==> src/hdl/mpjq_pkg.sv <==
`timescale 1ns / 1ps
// ----------------------------------------------------------------------------
// mpjq_pkg
// Shared types, sizes and codes for the max-priority job queue.
// ----------------------------------------------------------------------------
package mpjq_pkg;

  localparam int DEPTH  = 8;
  localparam int IDX_W  = (DEPTH > 1) ? $clog2(DEPTH) : 1;
  localparam int CNT_W  = $clog2(DEPTH + 1);
  localparam int CMD_W  = 2;
  localparam int ID_W   = 16;
  localparam int PRI_W  = 8;
  localparam int BURST_W = 16;
  localparam int STAT_W = 2;
  localparam int OCC_W  = 4;

  localparam logic [CMD_W-1:0] CMD_INSERT = 2'd0;
  localparam logic [CMD_W-1:0] CMD_REMOVE = 2'd1;
  localparam logic [CMD_W-1:0] CMD_LIST   = 2'd2;

  localparam logic [STAT_W-1:0] STAT_OK       = 2'd0;
  localparam logic [STAT_W-1:0] STAT_OVERFLOW = 2'd1;
  localparam logic [STAT_W-1:0] STAT_EMPTY    = 2'd2;

  typedef struct packed {
    logic [ID_W-1:0]    id;
    logic [PRI_W-1:0]   pri;
    logic [BURST_W-1:0] burst;
  } job_t;

  typedef struct packed {
    logic             wr_en;
    logic [IDX_W-1:0] wr_addr;
    job_t             wr_data;
    logic             rd_en;
    logic [IDX_W-1:0] rd_addr;
  } mem_req_t;

endpackage

==> src/hdl/mpjq_store.sv <==
`timescale 1ns / 1ps
// ----------------------------------------------------------------------------
// mpjq_store
// Job storage: one write port, one read port, registered read data.
// ----------------------------------------------------------------------------
module mpjq_store (
  input  logic              clk,
  input  mpjq_pkg::mem_req_t req,
  output mpjq_pkg::job_t     rd_data
);
  import mpjq_pkg::*;

  job_t mem [DEPTH];

  always_ff @(posedge clk) begin
    if (req.wr_en) begin
      mem[req.wr_addr] <= req.wr_data;
    end
  end

  always_ff @(posedge clk) begin
    if (req.rd_en) begin
      rd_data <= mem[req.rd_addr];
    end
  end

endmodule

==> src/hdl/mpjq_ctrl.sv <==
`timescale 1ns / 1ps
// ----------------------------------------------------------------------------
// mpjq_ctrl
// Command sequencer: append, priority scan and shift-down, list-out.
// ----------------------------------------------------------------------------
module mpjq_ctrl (
  input  logic                          clk,
  input  logic                          rst_n,
  input  logic                          in_valid,
  output logic                          in_ready,
  input  logic [mpjq_pkg::CMD_W-1:0]    in_command,
  input  logic [mpjq_pkg::ID_W-1:0]     in_job_id,
  input  logic [mpjq_pkg::PRI_W-1:0]    in_job_priority,
  input  logic [mpjq_pkg::BURST_W-1:0]  in_job_burst,
  output logic                          out_valid,
  input  logic                          out_ready,
  output logic [mpjq_pkg::STAT_W-1:0]   out_status,
  output logic [mpjq_pkg::ID_W-1:0]     out_id,
  output logic [mpjq_pkg::PRI_W-1:0]    out_priority,
  output logic [mpjq_pkg::BURST_W-1:0]  out_burst,
  output logic [mpjq_pkg::OCC_W-1:0]    out_occupancy,
  output logic                          out_last_item,
  output mpjq_pkg::mem_req_t            mem_req,
  input  mpjq_pkg::job_t                mem_rd_data
);
  import mpjq_pkg::*;

  typedef enum logic [2:0] {
    S_IDLE,
    S_SCAN,
    S_SHIFT,
    S_LIST,
    S_OUT
  } state_t;

  state_t            state_r, state_nxt;
  logic [CNT_W-1:0]  cnt_r, cnt_nxt;
  logic [IDX_W-1:0]  ptr_r, ptr_nxt;
  logic [IDX_W-1:0]  pos_r, pos_nxt;
  job_t              res_entry_r, res_entry_nxt;
  logic [STAT_W-1:0] res_status_r, res_status_nxt;

  logic              out_valid_r, out_valid_nxt;
  logic [STAT_W-1:0] out_status_r, out_status_nxt;
  job_t              out_entry_r, out_entry_nxt;
  logic [OCC_W-1:0]  out_occ_r, out_occ_nxt;
  logic              out_last_r, out_last_nxt;

  logic              slot_free;
  logic              take;
  logic [IDX_W-1:0]  cand_pos;
  logic              ptr_last;
  job_t              in_entry;

  assign in_ready  = (state_r == S_IDLE);
  assign slot_free = !out_valid_r || out_ready;
  assign take      = (ptr_r == '0) || (mem_rd_data.pri > res_entry_r.pri);
  assign cand_pos  = take ? ptr_r : pos_r;
  assign ptr_last  = (CNT_W'(ptr_r) + CNT_W'(1)) == cnt_r;
  assign in_entry  = '{id: in_job_id, pri: in_job_priority, burst: in_job_burst};

  always_comb begin
    state_nxt      = state_r;
    cnt_nxt        = cnt_r;
    ptr_nxt        = ptr_r;
    pos_nxt        = pos_r;
    res_entry_nxt  = res_entry_r;
    res_status_nxt = res_status_r;
    out_valid_nxt  = out_valid_r && !out_ready;
    out_status_nxt = out_status_r;
    out_entry_nxt  = out_entry_r;
    out_occ_nxt    = out_occ_r;
    out_last_nxt   = out_last_r;
    mem_req        = '0;

    unique case (state_r)
      S_IDLE: begin
        if (in_valid) begin
          res_entry_nxt  = '0;
          res_status_nxt = STAT_OK;
          ptr_nxt        = '0;
          pos_nxt        = '0;
          state_nxt      = S_OUT;
          priority case (in_command)
            CMD_INSERT: begin
              if (cnt_r == CNT_W'(DEPTH)) begin
                res_status_nxt = STAT_OVERFLOW;
              end else begin
                mem_req.wr_en   = 1'b1;
                mem_req.wr_addr = IDX_W'(cnt_r);
                mem_req.wr_data = in_entry;
                cnt_nxt         = cnt_r + CNT_W'(1);
              end
            end
            CMD_REMOVE, CMD_LIST: begin
              if (cnt_r == '0) begin
                res_status_nxt = STAT_EMPTY;
              end else begin
                mem_req.rd_en   = 1'b1;
                mem_req.rd_addr = '0;
                state_nxt       = (in_command == CMD_REMOVE) ? S_SCAN : S_LIST;
              end
            end
            default: ;
          endcase
        end
      end

      S_SCAN: begin
        if (take) begin
          res_entry_nxt = mem_rd_data;
          pos_nxt       = ptr_r;
        end
        if (!ptr_last) begin
          mem_req.rd_en   = 1'b1;
          mem_req.rd_addr = ptr_r + IDX_W'(1);
          ptr_nxt         = ptr_r + IDX_W'(1);
        end else if ((CNT_W'(cand_pos) + CNT_W'(1)) < cnt_r) begin
          mem_req.rd_en   = 1'b1;
          mem_req.rd_addr = cand_pos + IDX_W'(1);
          ptr_nxt         = cand_pos;
          state_nxt       = S_SHIFT;
        end else begin
          cnt_nxt   = cnt_r - CNT_W'(1);
          state_nxt = S_OUT;
        end
      end

      S_SHIFT: begin
        mem_req.wr_en   = 1'b1;
        mem_req.wr_addr = ptr_r;
        mem_req.wr_data = mem_rd_data;
        if ((CNT_W'(ptr_r) + CNT_W'(2)) < cnt_r) begin
          mem_req.rd_en   = 1'b1;
          mem_req.rd_addr = ptr_r + IDX_W'(2);
          ptr_nxt         = ptr_r + IDX_W'(1);
        end else begin
          cnt_nxt   = cnt_r - CNT_W'(1);
          state_nxt = S_OUT;
        end
      end

      S_LIST: begin
        if (slot_free) begin
          out_valid_nxt  = 1'b1;
          out_status_nxt = STAT_OK;
          out_entry_nxt  = mem_rd_data;
          out_occ_nxt    = OCC_W'(cnt_r);
          out_last_nxt   = ptr_last;
          if (ptr_last) begin
            state_nxt = S_IDLE;
          end else begin
            mem_req.rd_en   = 1'b1;
            mem_req.rd_addr = ptr_r + IDX_W'(1);
            ptr_nxt         = ptr_r + IDX_W'(1);
          end
        end
      end

      S_OUT: begin
        if (slot_free) begin
          out_valid_nxt  = 1'b1;
          out_status_nxt = res_status_r;
          out_entry_nxt  = res_entry_r;
          out_occ_nxt    = OCC_W'(cnt_nxt);
          out_last_nxt   = 1'b1;
          state_nxt      = S_IDLE;
        end
      end

      default: state_nxt = S_IDLE;
    endcase
  end

  always_ff @(posedge clk) begin
    if (!rst_n) begin
      state_r     <= S_IDLE;
      cnt_r       <= '0;
      out_valid_r <= 1'b0;
    end else begin
      state_r     <= state_nxt;
      cnt_r       <= cnt_nxt;
      out_valid_r <= out_valid_nxt;
    end
    ptr_r        <= ptr_nxt;
    pos_r        <= pos_nxt;
    res_entry_r  <= res_entry_nxt;
    res_status_r <= res_status_nxt;
    out_status_r <= out_status_nxt;
    out_entry_r  <= out_entry_nxt;
    out_occ_r    <= out_occ_nxt;
    out_last_r   <= out_last_nxt;
  end

  assign out_valid     = out_valid_r;
  assign out_status    = out_status_r;
  assign out_id        = out_entry_r.id;
  assign out_priority  = out_entry_r.pri;
  assign out_burst     = out_entry_r.burst;
  assign out_occupancy = out_occ_r;
  assign out_last_item = out_last_r;

endmodule

==> src/hdl/max_priority_job_queue.sv <==
`timescale 1ns / 1ps
// ----------------------------------------------------------------------------
// max_priority_job_queue
// Bounded job queue in arrival order with highest-priority removal.
// ----------------------------------------------------------------------------
// One command item is taken at a time; in_ready is high only while the
// sequencer is idle, and a finished result may still wait in the output
// register while the next item is taken. Jobs live in a single-port-write,
// single-port-read memory with registered read data, and that port sets the
// pace: insert and the one-result cases go from idle straight to the result
// state, remove runs a scan pass, then a shift pass that writes one entry per
// cycle, and listing gives one result per cycle while the output side keeps
// up. Ties in priority remove the earliest job.
module max_priority_job_queue (
  input  logic                          clk,
  input  logic                          rst_n,
  input  logic                          in_valid,
  output logic                          in_ready,
  input  logic [mpjq_pkg::CMD_W-1:0]    in_command,
  input  logic [mpjq_pkg::ID_W-1:0]     in_job_id,
  input  logic [mpjq_pkg::PRI_W-1:0]    in_job_priority,
  input  logic [mpjq_pkg::BURST_W-1:0]  in_job_burst,
  output logic                          out_valid,
  input  logic                          out_ready,
  output logic [mpjq_pkg::STAT_W-1:0]   out_status,
  output logic [mpjq_pkg::ID_W-1:0]     out_id,
  output logic [mpjq_pkg::PRI_W-1:0]    out_priority,
  output logic [mpjq_pkg::BURST_W-1:0]  out_burst,
  output logic [mpjq_pkg::OCC_W-1:0]    out_occupancy,
  output logic                          out_last_item
);
  import mpjq_pkg::*;

  mem_req_t mem_req;
  job_t     mem_rd_data;

  mpjq_ctrl u_ctrl (
    .clk             (clk),
    .rst_n           (rst_n),
    .in_valid        (in_valid),
    .in_ready        (in_ready),
    .in_command      (in_command),
    .in_job_id       (in_job_id),
    .in_job_priority (in_job_priority),
    .in_job_burst    (in_job_burst),
    .out_valid       (out_valid),
    .out_ready       (out_ready),
    .out_status      (out_status),
    .out_id          (out_id),
    .out_priority    (out_priority),
    .out_burst       (out_burst),
    .out_occupancy   (out_occupancy),
    .out_last_item   (out_last_item),
    .mem_req         (mem_req),
    .mem_rd_data     (mem_rd_data)
  );

  mpjq_store u_store (
    .clk     (clk),
    .req     (mem_req),
    .rd_data (mem_rd_data)
  );

endmodule

==> config.mk <==
export PLATFORM = sky130hd
export DESIGN_NAME = max_priority_job_queue
export DESIGN_NICKNAME = d
export VERILOG_FILES = /design/src/hdl/mpjq_pkg.sv /design/src/hdl/mpjq_store.sv /design/src/hdl/mpjq_ctrl.sv /design/src/hdl/max_priority_job_queue.sv
export SDC_FILE = /design/constraint.sdc
export NUM_CORES = 1
export LEC_CHECK = 0
export BUFFER_PORTS_ARGS = -buffer_cell sky130_fd_sc_hd__buf_2
export CAP_MARGIN = 10
export CORE_MARGIN = 1
export CORE_UTILIZATION = 35
export CTS_CLUSTER_SIZE = 8
export DETAILED_ROUTE_END_ITERATION = 10
export GPL_TIMING_DRIVEN = 0
export PLACE_DENSITY = 0.59
export SLEW_MARGIN = 20
export SYNTH_ARGS = -nofsm -noshare
export SYNTH_HDL_FRONTEND = slang
export SYNTH_HIERARCHICAL = 1
export SYNTH_SLANG_ARGS = --single-unit
==> constraint.sdc <==
create_clock -name clk -period 11.6 [get_ports clk]
set_input_delay 2.9 -clock clk [delete_from_list [all_inputs] [get_ports clk]]
set_output_delay 2.9 -clock clk [all_outputs]
set_load 0.005 [all_outputs]
* Word level (Yosys, flattened, before mapping) *
Memories as Yosys holds them, arrays and structs flattened. A register that Yosys moved wholly into a read port is not among the register bits.
Cells that the tools add are included.

word-level totals
  register bits after elaboration = 103
  memory bits (writable) = 320
  input bits = 46
  output and inout bits = 49
  logic and storage cells = 129
  memories = 1

cells by class
  add/sub/neg operators = 8
  $lt $le $gt $ge = 3
  equality and inequality tests = 21
  muxes and demuxes = 58
  reduce and logical (&&, ||, !) cells = 23

memories
  memory       depth  bits a word  rd ports  clocked after memory_dff  wr ports  line              text
  u_store.mem  8      40           1         1                         1         mpjq_store.sv:13  job_t mem [DEPTH];

operators with widths
  operator                                                count
  2-to-1 mux 40 bit                                       4
  one-hot mux 40 bit (2 select lines)                     2
  2-to-1 mux 44 bit                                       2
  one-hot mux 44 bit (2 select lines)                     1
  2-to-1 mux 4 bit                                        13
  2-to-1 mux 3 bit                                        16
  2-to-1 mux 48 bit                                       1
  one-hot mux 4 bit (4 select lines)                      1
  one-hot mux 3 bit (5 select lines)                      1
  inequality test 2 x 1 -> 1 bit (second input constant)  7
  one-hot mux 3 bit (4 select lines)                      1
  one-hot mux 4 bit (3 select lines)                      1
  AND reduction 6 bit                                     2
  inequality test 2 bit (second input constant)           5
  adder 3 x 1 -> 4 bit (second input constant)            2
  > comparator 8 bit                                      1
  < comparator 4 bit                                      2
  2-to-1 mux 2 bit                                        4
  one-hot mux 2 bit (2 select lines)                      2
  2-to-1 mux 1 bit                                        7
  AND reduction 7 bit                                     1
  adder 3 x 1 -> 3 bit (second input constant)            2
  == test 3 x 2 -> 1 bit (second input constant)          2
  zero test 3 bit                                         2
  other kinds (24)                                        31

* Depth between registers and ports, before layout *
  word-level depth = 8
  mapped depth = 22
  gate-level depth less buffers = 20

* By module *
The synthesis kept the hierarchy.

by module, submodules not included
  module      instances  cells each  area an instance (µm²)  sequential area each (µm²)
  mpjq_store  1          515         13571.8                 10810.4
  mpjq_ctrl   1          459         5591.6                  3012.9

* Worst setup path before layout *
No wires, ideal clock.

  path type = input port to flip-flop
  start point = input in_valid
  end point = memory u_store/mem[0][0] (netlist name), enable pin
  setup time = 0.487 ns
  data arrival time = 6.565 ns
  required time = 11.113 ns
  path slack = 4.548 ns
  cell stages on the path = 6
  path buffers = 0
  path through = nor4b_4 nand2_1 a21oi_2 or2_2 nand2b_1 nor3_1

RTL lines
  element          line                          text
  start, declared  max_priority_job_queue.sv:17  input logic in_valid,
  end, declared    mpjq_store.sv:13

==> summary.md <==
| Metric | Value |
|---|---|
| Status | `complete, no violations` |
| DRT iter0 DRCs | `868` |
| Placed Cells | `1799` |
| Drt first pass iters | `7` |
| Starting Density | `35.5%` |
| Synth Cell Area | `19200 um^2` |
| Die Ht | `236 um` |
| Post-DP Area | `21100 um^2` |
| Layout Nets | `1244` |
| Post-DRT Antenna Nets | `0` |
| DRT Wirelength | `45400 um` |
| Worst Path Max Fanout | `10` |
| Worst-skew pair later-pin latency | `0.59 ns` |
| Min-Delay Path Class | `reg2reg` |
| Cell variety after synth | `66` |
| Yosys warns | `6` |
| Worst setup EP type | `flop` |
| Slew Limit Fails | `0` |
| H-tree Lvls | `3` |
| Count of hold-fix buffers inserted at cts | `0` |
| Number of synthesized flops with an enable pin | `455` |
| Critical Path Start Type | `flop` |
| Maxcap violations | `0` |
| Clk buf depth | `3` |
| Setup Viol. Count Final | `0` |
| Fill cell count | `about 4600` |
| Pleak | `roughly 7.9 nW` |
| Vias in the first global route | `10130` |
| Post-CTS Setup Inserts | `0` |
| Min Tclk post-route | `6.26 ns` |
| Least-Margin Pin Slew | `1.01 ns` |
| Drc violations | `0` |
| Worst-path cell chain | `inv_1 -> ha_1 -> nor2b_1 -> nor2_1 -> or4b_1 -> nand2_1 -> nor2_1 -> a21oi_1 -> inv_1 -> ha_1 -> xor2_1 -> inv_1 -> ha_1 -> a21oi_1 -> inv_1 -> or3_1 -> o311a_1 -> o31ai_1 -> clkbuf_1 -> clkbuf_1 -> mux4_1 -> mux2_2` |
| Class of the most critical setup path | `reg2reg` |
| Std-Cell Rows | `between 80 and 90` |
| CTS root buffer | `clkbuf_16` |
| RSZ-0062 raised after global routing | `no` |
| Critical R2R Launch | `u_ctrl/ptr_r[0]$_DFFE_PP_` |
| Finished Layout Cells | `between 1500 and 2000` |
| Fmax | `around 160 MHz` |
| Setup TNS | `0 ns` |
| P&R area growth vs syn | `20.0%` |
| Area of the die | `about 56000 um^2` |
| Syn_area_per_cell | `19.7 um^2` |
| GRT Residual Overflow | `0` |
| Final Hold Fails | `0` |
| Clk_skew | `0.0265 ns` |
| CTS buffer count | `68` |
| VDD IR max | `0.000109 V` |
| Most frequent cells in the layout | `edfxtp_1, buf_2, mux4_1` |
| Clock tree sinks | `about 460` |
| Worst-path clk slew | `0.05 ns` |
| IO Pins | `between 90 and 100` |
| Die X | `236 um` |
| Synthesized flop and latch total | `463` |
| First-pass GRT wire length | `66600 um` |
| Final setup margin | `5.34 ns` |
| Slowest cell on crit path | `clkbuf_1` |
| Power per cell area | `roughly 230 nW/um^2` |
| Hold wc startpoint | `u_ctrl/res_entry_r[29]$_SDFFCE_PN0P_` |
| Commonest non-fill, non-tap cell in the layout | `edfxtp_1` |
| Overall global routing resource usage | `16.5%` |
| Ys flop type | `edfxtp_1` |
| DP HPWL | `roughly 29000 um` |
| Setup WS pre-CTS | `5.44 ns` |
| Largest net degree at the start of global routing | `between 40 and 50` |
| PostCTS Resize Cnt | `0` |
| Largest stage delay, worst path | `0.64 ns` |
| Arr. time, crit path | `6.59 ns` |
| Share of cells above drive strength 1 | `26.4%` |
| Mapped Nets | `1045` |
| CP most frequent cell | `inv_1` |
| Routed vias | `10012` |
| Number of diodes | `0` |
| Post-synthesis async set-or-reset flop share | `0%` |
| GPL Wtd Cong | `0.845` |
| Sequential fraction of the synthesis area | `roughly 70%` |
| Initial antenna violation count | `1` |
| Final worst-path cycle share | `54.0%` |
| Vias/cell | `5.31` |
| Core Region | `53900 um^2` |
| Wire per inst | `24.1 um` |
| Slew margin rel. | `32.8%` |
| Crit path launch | `u_ctrl/ptr_r[0]$_DFFE_PP_` |
| Required time worst endpoint | `about 12 ns` |
| I/O Buffers | `slightly above 90` |
| CTS tree | `done` |
| Final instance area | `roughly 23000 um^2` |
| Mapped Cells | `974` |
## cells by family (layout without fill, tap and decap cells)
| family | after synthesis | count (layout) | synth area share [%] |
|---|---|---|---|
| flops | 463 | 463 | 72.1 |
| mux | 161 | 161 | 15.7 |
| simple gates | 144 | 144 | 4.24 |
| compound gates | 104 | 104 | 4.17 |
| buf+inv | 71 | 288 | 1.80 |
| fa+ha+maj | 25 | 25 | 1.67 |
| xor+xnor | 6 | 6 | 0.274 |
## layer usage
layer	track usage, %	up-vias	share of wire [%]
met5	0	-	0.029
met4	6.16	2	2.3
met3	3.62	66	6.4
met2	26.3	331	48
met1	22.1	5194	44
li1	-	4419	-
## worst paths after layout
check	end	slack, ns	cells past startpoint
max reg2reg	u_store/rd_data[8]$_DFFE_PP_	5.34	22
min	u_ctrl/out_id[5]$_DFFE_PP_	0.54	1
min reg2reg	u_ctrl/out_id[5]$_DFFE_PP_	0.54	1
max	u_store/rd_data[8]$_DFFE_PP_	5.34	22
## layout make-up
type	instances	area (um^2)	area share [%]
clock buffers	86	1880	8.16
clock inverters	2	11.3	0.0490
plain buffers	48	259	1.13
flip-flops and latches	463	13800	60.1
multi-input cells	440	5060	22.0
inverters	23	86.3	0.376
repair buffers	129	997	4.34
well taps	696	871	3.79
## power by group
group          total (mW)  switching (mW)  internal, mW
clock                1.77           0.658          1.11
combinational        1.30           0.780         0.525
sequential           2.29          0.0981          2.19
total                5.37            1.54          3.83
## critical path, delay by kind of cell, from the launching register on
| family | cells | cell delay [ns] |
|---|---|---|
| adders and majority gates | 3 | 0.66 |
| buffers and inverters | 6 | 1.53 |
| muxes | 2 | 0.70 |
| DFF | 1 | 0.51 |
| xor gates and xnor gates | 1 | 0.21 |
| and+or+nand+nor | 6 | 1.36 |
| AOI/OAI and AO/OA | 4 | 1.03 |
## registers in the layout, indices dropped and copies added (netlist names), 4 cells and up
register / cells
u_store/rd_data: 40
u_ctrl/res_entry_r: 40
u_ctrl/out_burst: 16
u_ctrl/out_id: 16
u_store/mem: 320
u_ctrl/out_priority: 8
u_ctrl/out_occupancy: 4
u_ctrl/cnt_r: 4
## cell usage after synthesis, types with 4 or more instances
| library cell | number | area [um^2] |
|---|---|---|
| o22ai_1 | 4 | 25.0 |
| edfxtp_1 | 455 | 13700 |
| a21oi_1 | 13 | 65.1 |
| nand2_1 | 19 | 71.3 |
| nand2b_1 | 10 | 62.6 |
| inv_1 | 21 | 78.8 |
| buf_6 | 10 | 113 |
| nor2b_1 | 5 | 31.3 |
| o21ai_0 | 8 | 40.0 |
| ha_1 | 24 | 300 |
| clkbuf_1 | 32 | 120 |
| a32oi_1 | 4 | 35.0 |
| mux2_2 | 79 | 890 |
| mux4_1 | 80 | 2100 |
| nand3_1 | 6 | 30.0 |
| a22o_1 | 40 | 350 |
| and2_1 | 40 | 250 |
| nor3_1 | 13 | 65.1 |
| dfxtp_1 | 8 | 160 |
| o21ai_1 | 5 | 25.0 |
| nor2_1 | 27 | 101 |
| and3_1 | 5 | 31.3 |
## per-stage QoR
step | hold WS (ns) | total power, mW | util, %
floorplan | 0.517 | 3.12 | -
global placement | 0.531 | 3.57 | 38.0
detailed placement | 0.535 | 3.63 | 39.1
CTS | 0.545 | 5.42 | 42.6
global route | 0.556 | 5.60 | 42.6
finish | 0.544 | 5.37 | 42.6
(Power assumes the default switching activity.)
